## src/hw/rtl/fcs_pkg.sv

```systemverilog
// Shared types and constants for the framed command sender.
// No dependencies; every other file of the block imports this package.
package fcs_pkg;

  // Default depth of the packet store (length byte plus payload).
  localparam int FCS_BUF_DEPTH_DEF = 32;

  // Widths of the channel payloads.
  localparam int REQ_W     = 2;
  localparam int BYTE_W    = 8;
  localparam int RETRY_W   = 4;
  localparam int CFG_IDX_W = 3;

  // Request codes carried by an input item.
  localparam logic [REQ_W-1:0] REQ_PKT  = 2'd0;
  localparam logic [REQ_W-1:0] REQ_RX   = 2'd1;
  localparam logic [REQ_W-1:0] REQ_TICK = 2'd2;

  // Configuration register indexes.
  localparam logic [CFG_IDX_W-1:0] CFG_START_CODE   = 3'd0;
  localparam logic [CFG_IDX_W-1:0] CFG_ACK_CODE     = 3'd1;
  localparam logic [CFG_IDX_W-1:0] CFG_INVALID_CODE = 3'd2;
  localparam logic [CFG_IDX_W-1:0] CFG_RETRY_LIMIT  = 3'd3;
  localparam logic [CFG_IDX_W-1:0] CFG_TIMEOUT      = 3'd4;

  // Configuration reset values.
  localparam logic [BYTE_W-1:0]  START_CODE_RST   = 8'd2;
  localparam logic [BYTE_W-1:0]  ACK_CODE_RST     = 8'd6;
  localparam logic [BYTE_W-1:0]  INVALID_CODE_RST = 8'd21;
  localparam logic [RETRY_W-1:0] RETRY_LIMIT_RST  = 4'd3;
  localparam logic [BYTE_W-1:0]  TIMEOUT_RST      = 8'd70;

  // Result kinds.
  localparam logic OUT_KIND_TX     = 1'b0;
  localparam logic OUT_KIND_STATUS = 1'b1;

  // Controller states.
  typedef enum logic [2:0] {
    ST_IDLE,
    ST_LOAD,
    ST_WAIT,
    ST_START,
    ST_BODY,
    ST_CHK,
    ST_PASS,
    ST_FAIL
  } fcs_state_t;

  // Which result the datapath puts in the output register.
  typedef enum logic [2:0] {
    EM_NONE,
    EM_START,
    EM_BODY,
    EM_CHK,
    EM_PASS,
    EM_FAIL
  } emit_t;

  // Commands from the controller to the datapath.
  typedef struct packed {
    logic  len_wr;       // store the length byte, loaded count to one
    logic  byte_wr;      // store a payload byte, advance loaded count
    logic  attempt_clr;  // new request: attempt count restarts
    logic  tick_inc;     // count one tick (saturating)
    logic  frame_begin;  // rewind the read pointer, count an attempt
    logic  req_clr;      // request finished: clear counters
    emit_t emit;
  } dp_cmd_t;

  // Status from the datapath to the controller.
  typedef struct packed {
    logic len_bad;       // length byte is zero or does not fit
    logic load_done;     // this payload byte completes the packet
    logic is_ack;
    logic is_inv;
    logic tick_expired;  // this tick reaches the timeout
    logic retry_spent;   // no attempts left
    logic body_last;     // read pointer is on the last stored byte
    logic can_emit;      // output register can take a result this cycle
  } dp_sts_t;

endpackage

```

## src/hw/rtl/fcs_ctrl.sv

```systemverilog
// Controller state machine of the framed command sender.
// Depends on fcs_pkg; drives dp_cmd_t to the datapath and reads dp_sts_t.
module fcs_ctrl
  import fcs_pkg::*;
(
  input  logic             clk,
  input  logic             rst_n,
  input  logic             in_valid,
  input  logic [REQ_W-1:0] in_req_type,
  output logic             in_ready,
  input  dp_sts_t          sts,
  output dp_cmd_t          cmd
);

  fcs_state_t state_r, state_nxt;
  logic       in_fire;

  // State register.
  always_ff @(posedge clk) begin
    if (!rst_n) begin
      state_r <= ST_IDLE;
    end else begin
      state_r <= state_nxt;
    end
  end

  // Items are taken only in the idle, loading and waiting phases.
  assign in_ready = (state_r == ST_IDLE) || (state_r == ST_LOAD) || (state_r == ST_WAIT);
  assign in_fire  = in_valid && in_ready;

  // Next state and datapath commands.
  always_comb begin
    state_nxt       = state_r;
    cmd.len_wr      = 1'b0;
    cmd.byte_wr     = 1'b0;
    cmd.attempt_clr = 1'b0;
    cmd.tick_inc    = 1'b0;
    cmd.frame_begin = 1'b0;
    cmd.req_clr     = 1'b0;
    cmd.emit        = EM_NONE;
    unique case (state_r)
      ST_IDLE: begin
        if (in_fire && in_req_type == REQ_PKT) begin
          if (sts.len_bad) begin
            cmd.req_clr = 1'b1;
            state_nxt   = ST_FAIL;
          end else begin
            cmd.len_wr = 1'b1;
            state_nxt  = ST_LOAD;
          end
        end
      end
      ST_LOAD: begin
        if (in_fire && in_req_type == REQ_PKT) begin
          cmd.byte_wr = 1'b1;
          if (sts.load_done) begin
            cmd.attempt_clr = 1'b1;
            cmd.frame_begin = 1'b1;
            state_nxt       = ST_START;
          end
        end
      end
      ST_WAIT: begin
        if (in_fire && in_req_type == REQ_RX) begin
          if (sts.is_ack) begin
            cmd.req_clr = 1'b1;
            state_nxt   = ST_PASS;
          end else if (sts.is_inv) begin
            cmd.req_clr = 1'b1;
            state_nxt   = ST_FAIL;
          end else if (sts.retry_spent) begin
            cmd.req_clr = 1'b1;
            state_nxt   = ST_FAIL;
          end else begin
            cmd.frame_begin = 1'b1;
            state_nxt       = ST_START;
          end
        end else if (in_fire && in_req_type == REQ_TICK) begin
          cmd.tick_inc = 1'b1;
          if (sts.tick_expired) begin
            if (sts.retry_spent) begin
              cmd.req_clr = 1'b1;
              state_nxt   = ST_FAIL;
            end else begin
              cmd.frame_begin = 1'b1;
              state_nxt       = ST_START;
            end
          end
        end
      end
      ST_START: begin
        if (sts.can_emit) begin
          cmd.emit  = EM_START;
          state_nxt = ST_BODY;
        end
      end
      ST_BODY: begin
        if (sts.can_emit) begin
          cmd.emit = EM_BODY;
          if (sts.body_last) begin
            state_nxt = ST_CHK;
          end
        end
      end
      ST_CHK: begin
        if (sts.can_emit) begin
          cmd.emit  = EM_CHK;
          state_nxt = ST_WAIT;
        end
      end
      ST_PASS: begin
        if (sts.can_emit) begin
          cmd.emit  = EM_PASS;
          state_nxt = ST_IDLE;
        end
      end
      ST_FAIL: begin
        if (sts.can_emit) begin
          cmd.emit  = EM_FAIL;
          state_nxt = ST_IDLE;
        end
      end
      default: begin
        state_nxt = ST_IDLE;
      end
    endcase
  end

endmodule

```

## config.mk

```make
export PLATFORM = sky130hd
export DESIGN_NAME = fcs_ctrl
export DESIGN_NICKNAME = d
export VERILOG_FILES = /design/src/hw/rtl/fcs_pkg.sv /design/src/hw/rtl/fcs_ctrl.sv
export SDC_FILE = /design/constraint.sdc
export NUM_CORES = 1
export LEC_CHECK = 0
export BUFFER_PORTS_ARGS = -buffer_cell sky130_fd_sc_hd__buf_4
export CAP_MARGIN = 0
export CORE_AREA = 3 3 40 42
export DETAILED_ROUTE_END_ITERATION = 6
export DIE_AREA = 0 0 43 45
export SYNTH_ARGS = -nofsm -noshare
export SYNTH_HDL_FRONTEND = slang
export SYNTH_SLANG_ARGS = --single-unit
export TNS_END_PERCENT = 20
```

## constraint.sdc

```tcl
create_clock -name clk -period 1.6 [get_ports clk]
set_input_delay 0.24 -clock clk [delete_from_list [all_inputs] [get_ports clk]]
set_output_delay 0.24 -clock clk [all_outputs]
set_load 0.03 [all_outputs]
```

-- Word level (Yosys, flattened, before mapping)
Cells that the tools add are included.
- equal/unequal tests: 19
- muxes and demuxes: 44
- reductions and logical operators: 10
- operators with widths (cell ; count):
    $mux W3 ; 18
    $pmux W3 S7 ; 1
    $mux W1 ; 16
    $pmux W3 S5 ; 1
    $eq A3 B3 Y1 const B ; 4
    $mux W2 ; 6
    $ne A2 B2 Y1 const B ; 5
    $reduce_and A10 Y1 ; 1
    $eq A3 B2 Y1 const B ; 2
    $ne A2 B1 Y1 const B ; 3
    $logic_and A1 B1 Y1 ; 4
    $pmux W1 S2 ; 2
    $eq A3 B1 Y1 const B ; 1
    $logic_not A3 Y1 ; 1
    $ne A3 B1 Y1 const B ; 1
    $ne A3 B2 Y1 const B ; 1
    $eq A2 B1 Y1 const B ; 1
    $eq A2 B2 Y1 const B ; 1
    $logic_not A2 Y1 ; 1
    $logic_or A1 B1 Y1 ; 2
    $reduce_or A2 Y1 ; 1
- register bits: 3
- input port bits: 13
- word-level logic and storage cells: 74

-- Depth between registers and ports, before layout
- depth after elaboration: 8
- depth in mapped cells: 5

-- Worst setup path after synthesis
OpenSTA, ideal clock, no wires.
- kind: register -> output
- start point: register state_r[2]
- end point: output port cmd[4] (netlist bit)
- arrival time: 1.653 ns
- data required time: 1.360 ns
- path slack: -0.293 ns
- stages on the path, launching flop included: 6
- path through: dfxtp_1 -> buf_4 -> nor2_1 -> and3_1 -> and2_1 -> or2_1
- RTL lines (element ; line ; source):
    start, declared ; fcs_ctrl.sv:15 ; fcs_state_t state_r, state_nxt;
    start signal, assigned ; fcs_ctrl.sv:23 ; state_r <= state_nxt;
    end, declared ; fcs_ctrl.sv:12 ; output dp_cmd_t cmd

==> metrics.md <==
| Metric | Value |
|---|---|
| Status | `finished, violations left` |
| Failing checks | `setup timing` |
| Core footprint | `0.00128 mm^2` |
| Synth Warn # | `0` |
| Worst skew pair latency | `0.24 ns` |
| CP delay by family, top | `buffers and inverters` |
| Max reg flops | `3` |
| Worst reg2reg setup slack | `0.14 ns` |
| Async SR Flop Fraction | `0%` |
| Setup TNS | `-0.138 ns` |
| Met3 Use GR | `3.59%` |
| Vias in the first global route | `504` |
| DRT iter0 DRCs | `8` |
| Mux cell area share after synthesis | `4.88%` |
| Biggest regs | `state_r (3)` |
| Worst hold path startpoint | `rst_n` |
| Leak Pwr | `0.000318 uW` |
| Worst setup margin | `-0.0790 ns` |
| Synth Area in Simple Gates | `about two fifths` |
| Worst path arrival time | `between 1 and 1.5 ns` |
| Top cells by area, synth | `dfxtp_1, nor2_1, nor3b_1` |
| Worst-path fanout max | `7` |
| Critical path endpoint category | `output port` |
| Gr usage total | `between 10% and 20%` |
| Comb pwr share | `69.3%` |
| XOR/XNOR share of the synthesized area | `0%` |
| Worst Hold Path Cells | `3` |
| Max-cap violations | `0` |
| Clock network power share | `12.4%` |
| CTS buffer count | `3` |
| Total wire length | `~1300 um` |
| Unrepaired setup endpoints after global routing | `true` |
| Area leader, netlist | `dfxtp_1` |
| Worst path buffer plus inverter count | `4` |
| Routing usage on met1 | `19.8%` |
| Share of layout cells above drive strength 1 | `64.4%` |
| Worst hold margin | `0.287 ns` |
| Biggest register | `state_r` |
| Synth Register Bits | `3` |
| CP max stage delay | `approximately 0.37 ns` |
| IO Port Bufs | `22` |
| Synth top area share | `between 10% and 20%` |
| DRC viols | `0` |
| Site row count | `13` |
| Hold Violations, Final | `0` |
| Layout Area Growth over Synthesis | `83.2%` |
| GR Util met2 | `between 20% and 30%` |
| Slowest-stage cell, CP | `dfxtp_4` |
| Clk sinks | `3` |
| Reg2reg end | `state_r[0]` |
| Largest net degree at the start of global routing | `8` |
| Depth of the most critical reg-to-reg path | `5` |
| Maximum VDD drop | `around 0.00090 V` |
| Final layout net count | `about 100` |
| Setup violators final | `2` |
| Placer Congestion | `just over 0.8` |
| Most frequent CP cell | `buf_4` |
| Switching Share | `43.5%` |
| Sequential share of power | `18.2%` |
| Sequential Area | `68.8 um^2` |
| Syn avg cell area | `roughly 7.5 um^2` |
| Most instantiated cells after synthesis | `nor2_1, nand2_1, a21oi_1, dfxtp_1, nor3b_1` |
| Clock skew | `between 0.003 and 0.004 ns` |
| WL/cell | `12.7 um` |
| Initial Util | `31.9%` |
| CTS tree | `done` |
| Detailed-route via count | `549` |
| Iteration count of the initial detailed-routing pass | `4` |
| Post-synth cell types | `33` |
| Largest family of logic cells by synthesized area | `simple AND/OR/NAND/NOR gates` |
| Initial antenna violation count | `0` |
| Max Slew Vio Count | `0` |
| Post-Synth Adder-Cell Area | `0%` |
| Grt peak-use layer | `met2` |
| Critical-path cell list | `buf_6 -> inv_4 -> nand4_1 -> buf_4 -> nor3b_2 -> buf_4` |
| CTS clock-pin slew for the worst setup and hold paths | `0.04 ns` |
| Synth Area in Compound Gates | `33.5%` |
| Max-slew headroom | `75.4%` |
| Total gr overflow | `0` |
| Drt via density | `between 5 and 6` |
| Worst Hold End | `state_r[2]` |
| Hold Buf Count CTS | `0` |
| I/O pins | `23` |
| Final Cycle Share | `105%` |
| FF-to-FF Start | `state_r[1]` |
| Syn nets | `68` |
| First-pass GRT wire length | `2210 um` |
| Share of the core filled with cells | `58.5%` |
| Seq/Total Area, Yosys | `14.6%` |
| Routed Antenna Nets | `0` |
| Main synth FF type | `dfxtp_1` |
| Tightest Pin Transition | `0.369 ns` |
| Clock root buffer | `clkbuf_4` |
| Top-count cell post-synth | `nor2_1` |
| P_sw | `480 uW` |
| Die Footprint | `0.00194 mm^2` |
| Hpwl dp | `1000 um` |
| Cell internal pwr | `about 620 uW` |
| CTS Buffer Depth | `2` |
| Chip Height | `45 um` |
| Post-route minimum period | `around 1.7 ns` |
| H-tree levels | `1` |
| Post-Syn Instances | `between 50 and 60` |
| # diodes | `0` |
| Number of synthesized flops with an enable pin | `0` |
| Crit Path Category | `flip-flop to output port` |
| DIE WIDTH | `~43 um` |
| Layout fillers | `130` |
| Area occupied by multi-input gates | `362 um^2` |
| Min-Delay Path Class | `input port to flip-flop` |
| Startpoint types | `flip-flop` |
| Post-synthesis cell area | `410 um^2` |
| Fmax | `roughly 600 MHz` |
| Pwr dens | `1460 mW/mm^2` |
| CP required | `1.36 ns` |
## how the worst max path moves through the flow
stage / to / cells past startpoint / start
detailed placement: cmd[4] / 5 / state_r[2]
CTS: cmd[5] / 6 / state_r[2]
global placement: cmd[4] / 5 / state_r[2]
finish: cmd[5] / 6 / state_r[2]
floorplan: cmd[8] / 4 / state_r[2]
global route: cmd[5] / 5 / state_r[1]
## worst reg2reg max path, stage by stage, from the launching register on
cell and delay [ns]:
dfxtp_4 0.36, a21oi_4 0.17, buf_4 0.15, o32ai_1 0.08, a311oi_2 0.38, mux2i_1 0.23
## cells in the final DEF, fill, tap and decap left out, types with 2 or more instances in the layout
cell      instances
o211ai_1          2
nor2_1            6
mux2i_1           2
dfxtp_4           2
buf_6             2
nand2_1           5
or3b_1            2
a21oi_1           3
clkbuf_4          3
nor3b_2           3
buf_4            32
## layer usage
layer | up-vias | part of all wire [%]
met2 | 16 | 49
met4 | 0 | 0.75
met3 | 2 | 5.2
met5 | - | 0
li1 | 275 | -
met1 | 256 | 45
## power groups by stage
stage               sequential [uW]  clock [uW]  combinational [uW]
floorplan                       146           0                 445
global placement                175           0                 653
detailed placement              176           0                 653
CTS                             198         141                 741
global route                    209         148                 830
finish                          201         137                 763
## metrics by stage
stage	power, uW	std cells	setup slack (ns)	cell area (um^2)
2_1_floorplan	591	55	-0.137	425
3_3_place_gp	828	97	0.0234	652
3_5_place_dp	829	97	-0.0167	652
4_1_cts	1080	104	-0.0856	742
5_1_grt	1190	105	-0.135	752
6_report	1100	105	-0.0790	752
## timing repair
item,CTS,global route
resized for setup,13,1
pin swaps,5,2
setup endpoints to repair,5,5
setup buffers,3,1
## cell type report
| class | instances | area share, % |
|---|---|---|
| multi-input combinational | 46 | 48.1 |
| clock buffer | 4 | 3.49 |
| timing repair buffer | 34 | 34.9 |
| tap | 15 | 2.50 |
| inverter | 3 | 1.83 |
| sequential | 3 | 9.15 |
## cells by family (layout without fill, tap and decap cells)
| group | count (synthesis) | count (layout) |
|---|---|---|
| AOI/OAI and AO/OA | 16 | 16 |
| buffers and inverters | 6 | 41 |
| DFF | 3 | 3 |
| muxes | 2 | 2 |
| and+or+nand+nor | 28 | 28 |
(Power assumes the default switching activity.)
